File: src/sv/bpc_pkg.sv
// ----------------------------------------------------------------------------
// Barometer compensation package
// Types and constants shared by the compensation pipeline and its channels.
// ----------------------------------------------------------------------------
package bpc_pkg;

   localparam int RAW_W   = 24;
   localparam int COEF_W  = 16;
   localparam int DT_W    = 25;
   localparam int TEMP_W  = 19;
   localparam int PRESS_W = 32;

   localparam int NUM_STAGES = 8;
   localparam int CSR_IDX_W  = 3;

   localparam logic [CSR_IDX_W-1:0] CSR_PRESSURE_SENS   = 3'd0;
   localparam logic [CSR_IDX_W-1:0] CSR_PRESS_OFFSET    = 3'd1;
   localparam logic [CSR_IDX_W-1:0] CSR_SENS_TEMP       = 3'd2;
   localparam logic [CSR_IDX_W-1:0] CSR_OFFSET_TEMP     = 3'd3;
   localparam logic [CSR_IDX_W-1:0] CSR_REFERENCE_TEMP  = 3'd4;
   localparam logic [CSR_IDX_W-1:0] CSR_TEMP_SLOPE      = 3'd5;

   localparam logic signed [TEMP_W-1:0] TEMP_BASE = 19'sd2000;
   localparam logic signed [TEMP_W-1:0] TEMP_LOW  = -19'sd1500;

   localparam int TEMP_SHIFT  = 23;
   localparam int T2_SHIFT    = 31;
   localparam int OFF_SHIFT   = 7;
   localparam int SENS_SHIFT  = 8;
   localparam int PROD_SHIFT  = 21;
   localparam int PRESS_SHIFT = 15;

   typedef struct packed {
      logic [COEF_W-1:0] pressure_sens;
      logic [COEF_W-1:0] press_offset;
      logic [COEF_W-1:0] sens_temp;
      logic [COEF_W-1:0] offset_temp;
      logic [COEF_W-1:0] reference_temp;
      logic [COEF_W-1:0] temp_slope;
   } coef_set_type;

   typedef struct packed {
      logic [NUM_STAGES-1:0] stage_en;
   } pipe_ctrl_type;

endpackage

File: src/sv/bpc_stage_ctrl.sv
// ----------------------------------------------------------------------------
// Pipeline stage control
// Tracks a valid bit per stage and advances each stage that is empty or
// whose successor advances, so bubbles are squeezed out during a stall.
// ----------------------------------------------------------------------------
module bpc_stage_ctrl import bpc_pkg::*; (
   input  logic          clock,
   input  logic          reset,
   input  logic          in_valid,
   output logic          in_ready,
   output logic          out_valid,
   input  logic          out_ready,
   output pipe_ctrl_type ctrl
);

   logic [NUM_STAGES-1:0] valid_ff;
   logic [NUM_STAGES-1:0] valid_in;
   logic [NUM_STAGES-1:0] stage_en;

   always_comb begin
      stage_en[NUM_STAGES-1] = !valid_ff[NUM_STAGES-1] || out_ready;
      for (int i = NUM_STAGES - 2; i >= 0; i--) begin
         stage_en[i] = !valid_ff[i] || stage_en[i+1];
      end
   end

   always_comb begin
      valid_in[0] = stage_en[0] ? in_valid : valid_ff[0];
      for (int i = 1; i < NUM_STAGES; i++) begin
         valid_in[i] = stage_en[i] ? valid_ff[i-1] : valid_ff[i];
      end
   end

   always_ff @(posedge clock) begin
      if (reset) begin
         valid_ff <= '0;
      end else begin
         valid_ff <= valid_in;
      end
   end

   assign in_ready       = stage_en[0];
   assign out_valid      = valid_ff[NUM_STAGES-1];
   assign ctrl.stage_en  = stage_en;

endmodule

File: config.mk
export PLATFORM = sky130hd
export DESIGN_NAME = bpc_stage_ctrl
export DESIGN_NICKNAME = d
export VERILOG_FILES = /design/src/sv/bpc_pkg.sv /design/src/sv/bpc_stage_ctrl.sv
export SDC_FILE = /design/constraint.sdc
export NUM_CORES = 1
export LEC_CHECK = 0
export BUFFER_PORTS_ARGS = -buffer_cell sky130_fd_sc_hd__buf_4
export CAP_MARGIN = 20
export CORE_AREA = 2 2 39 41
export CTS_BUF_LIST = sky130_fd_sc_hd__clkbuf_8
export CTS_CLUSTER_SIZE = 40
export DETAILED_ROUTE_END_ITERATION = 16
export DIE_AREA = 0 0 41 43
export GPL_ROUTABILITY_DRIVEN = 0
export PLACE_DENSITY = 0.59
export SYNTH_ARGS = -nofsm -noshare
export SYNTH_HDL_FRONTEND = slang
export SYNTH_SLANG_ARGS = --single-unit
File: constraint.sdc
create_clock -name clock -period 2.41 [get_ports clock]
set_input_delay 0.241 -clock clock [delete_from_list [all_inputs] [get_ports clock]]
set_output_delay 0.241 -clock clock [all_outputs]
set_load 0.02 [all_outputs]
==> flow_metrics.py <==
metrics = {
    "clocking": {
        "clock_latency_ns": 0.23,
        "cts_tree": "done",
        "path_clk_slew_ns": 0.04,
        "cts_max_path_buffers": 2,
        "post-cts-setup-buffer-count": 0,
        "cts_buffers": 3,
        "clockRootBuffer": "clkbuf_8",
        "cts.sinks": 8,
        "cts_hold_buf": 0,
        "cts_resized": 0,
        "h-tree-depth": 1,
    },
    "synth": {
        "synth_seq_cells": 8,
        "ys_types": 17,
        "synthesis.area_um2": 337,
        "syn_inst": 39,
        "yosys_warnings": 0,
        "synth_top_area_share_pct": 47.6,
        "mappedNetlistNets": 43,
        "synth_area_leaders": "dfxtp_1 (48%), nor2_1 (10%), nand3_4 (5.2%), a21oi_1 (4.5%), inv_1 (4.5%)",
        "yosysSeqAreaShare_pct": 47.6,
        "synth_top_area_cell": "dfxtp_1",
        "postSynthAreaPerCell_um2": 8.63,
    },
    "grt": {
        "grt_pass1_vias": 262,
        "grt_antenna_before_repair": 0,
        "grtUsageTotal_pct": 9.44,
        "grt_pass1_wl_um": 1040,
        "grt_max_degree": 10,
        "grt_overflow": 0,
    },
    "critical_path": {
        "cp_data_required_time_ns": 2.17,
        "cp_max_fo": 9,
        "startpoint_type": "flip-flop",
        "critical_path_arrival_ns": 1.50,
        "end_kind": "output port",
        "worstSetupPathType": "reg -> out",
    },
    "layout": {
        "largest_reg_flops": 8,
        "largest_register": "valid_ff",
        "reg.largest.list": "valid_ff: 8 flops",
        "syn2layout_area_growth_pct": 40.1,
        "drive_above_1_share_pct": 36.5,
        "final_cell_mix": "buf_4 (13), nor2_1 (9), dfxtp_1 (8), inv_1 (4)",
        "final_util_pct": 34.1,
        "final_common_cell": "buf_4",
        "nets": 58,
        "antennaDiodeCount": 0,
    },
    "power_and_ir_drop": {
        "leakage_nw": 0.186,
        "ir_worst_vdd_mv": 0.255,
        "power_density_mw_per_mm2": 644,
    },
    "sta": {
        "period_share_pct": 72.4,
        "rsz0062_at_grt": "false",
        "max_slew.worst_pin.slew_ns": 0.354,
        "maxSlewViolCount": 0,
        "fin_tns_setup_ns": 0,
        "period_minus_slack_ns": 1.75,
        "setup_viol": 0,
        "fin_worst_skew_ns": 0.00262,
        "slew_headroom_pct": 76.4,
        "hold_viol": 0,
        "clock.fmax_ghz": 0.573,
    },
    "die": {
        "core-area_mm2": 0.00138,
        "rows": 14,
        "io_pins": 14,
        "initial_core_util_pct": 24.3,
        "die-area_mm2": 0.00176,
        "fp.dieW_um": 41,
        "die_h_um": 43,
    },
    "detailed_routing": {
        "via_per_inst": 4.28,
        "dr.pass1.iters": 2,
        "drc": 0,
        "drt_iter0_markers": 16,
        "vias": 291,
        "wl_um": 649,
        "wire_per_inst_um": 9.54,
        "ant_nets": 0,
    },
    "hold_path": {
        "hold_class": "in -> reg",
    },
    "place": {
        "io_buffers": 13,
        "place_hpwl_um": 491,
    },
    "run": {
        "drv_cap": 0,
    },
    "outcome": {
        "outcome": "complete, no violations",
    },
}
## where the power goes
group	total [mW]	internal, mW	switching (mW)
combinational	0.00933	0.00511	0.00421
clock	0.156	0.108	0.0485
sequential	0.138	0.136	0.00238
## metrics by stage
step | cell area, µm² | std cells | total power [mW] | setup slack (ns) | hold slack [ns]
2_1_floorplan | 337 | 39 | 0.145 | 0.801 | 0.361
3_3_place_gp | 430 | 65 | 0.150 | 0.874 | 0.446
3_5_place_dp | 430 | 65 | 0.150 | 0.863 | 0.450
4_1_cts | 472 | 68 | 0.312 | 0.647 | 0.226
5_1_grt | 472 | 68 | 0.319 | 0.571 | 0.238
6_report | 472 | 68 | 0.304 | 0.665 | 0.227
## worst max-delay path: stages (launching register included)
cell	delay [ns]
dfxtp_1	0.36
and4b_1	0.43
and2_4	0.22
nand3_1	0.09
buf_4	0.17
## synthesized netlist by cell type
| cell | n |
|---|---|
| inv_1 | 4 |
| nand2_1 | 3 |
| nor2_1 | 9 |
| buf_4 | 1 |
| nor2b_1 | 1 |
| clkbuf_2 | 1 |
| nand3_1 | 1 |
| and4b_1 | 1 |
| a31oi_1 | 1 |
| a21oi_1 | 3 |
| a21oi_2 | 1 |
| and2_4 | 1 |
| nand3_4 | 1 |
| buf_6 | 1 |
| dfxtp_1 | 8 |
| and3_1 | 1 |
| a41oi_1 | 1 |
## cell families after synthesis
logic type	synth area share, %
buf+inv	11.5
flops	47.6
compound gates	11.5
simple gates	29.4
## final cells by class
class	instances	area, µm²
fillers	153	912
well taps	16	20.0
multi-input cells	24	138
inverters	4	15.0
flip-flops and latches	8	160
repair buffers	13	97.6
clock buffers	3	41.3
## layer usage
metal | track usage, % | part of all wire (%) | vias to the layer above
li1 | - | - | 150
met1 | 9.32 | 44 | 125
met2 | 12.8 | 43 | 11
met3 | 6.28 | 9.1 | 5
met4 | 8.00 | 3.2 | 0
met5 | 0 | 0 | -
## worst paths after layout
check,start,to,slack (ns),cells past startpoint
worst min-delay path,in_valid,valid_ff[0],0.23,3
worst max-delay path,valid_ff[6],in_ready,0.66,4
worst min register to register,valid_ff[2],valid_ff[3],0.45,2
worst max register to register,valid_ff[6],valid_ff[0],1.30,3
Note: power is estimated with default switching activity, not from simulation.
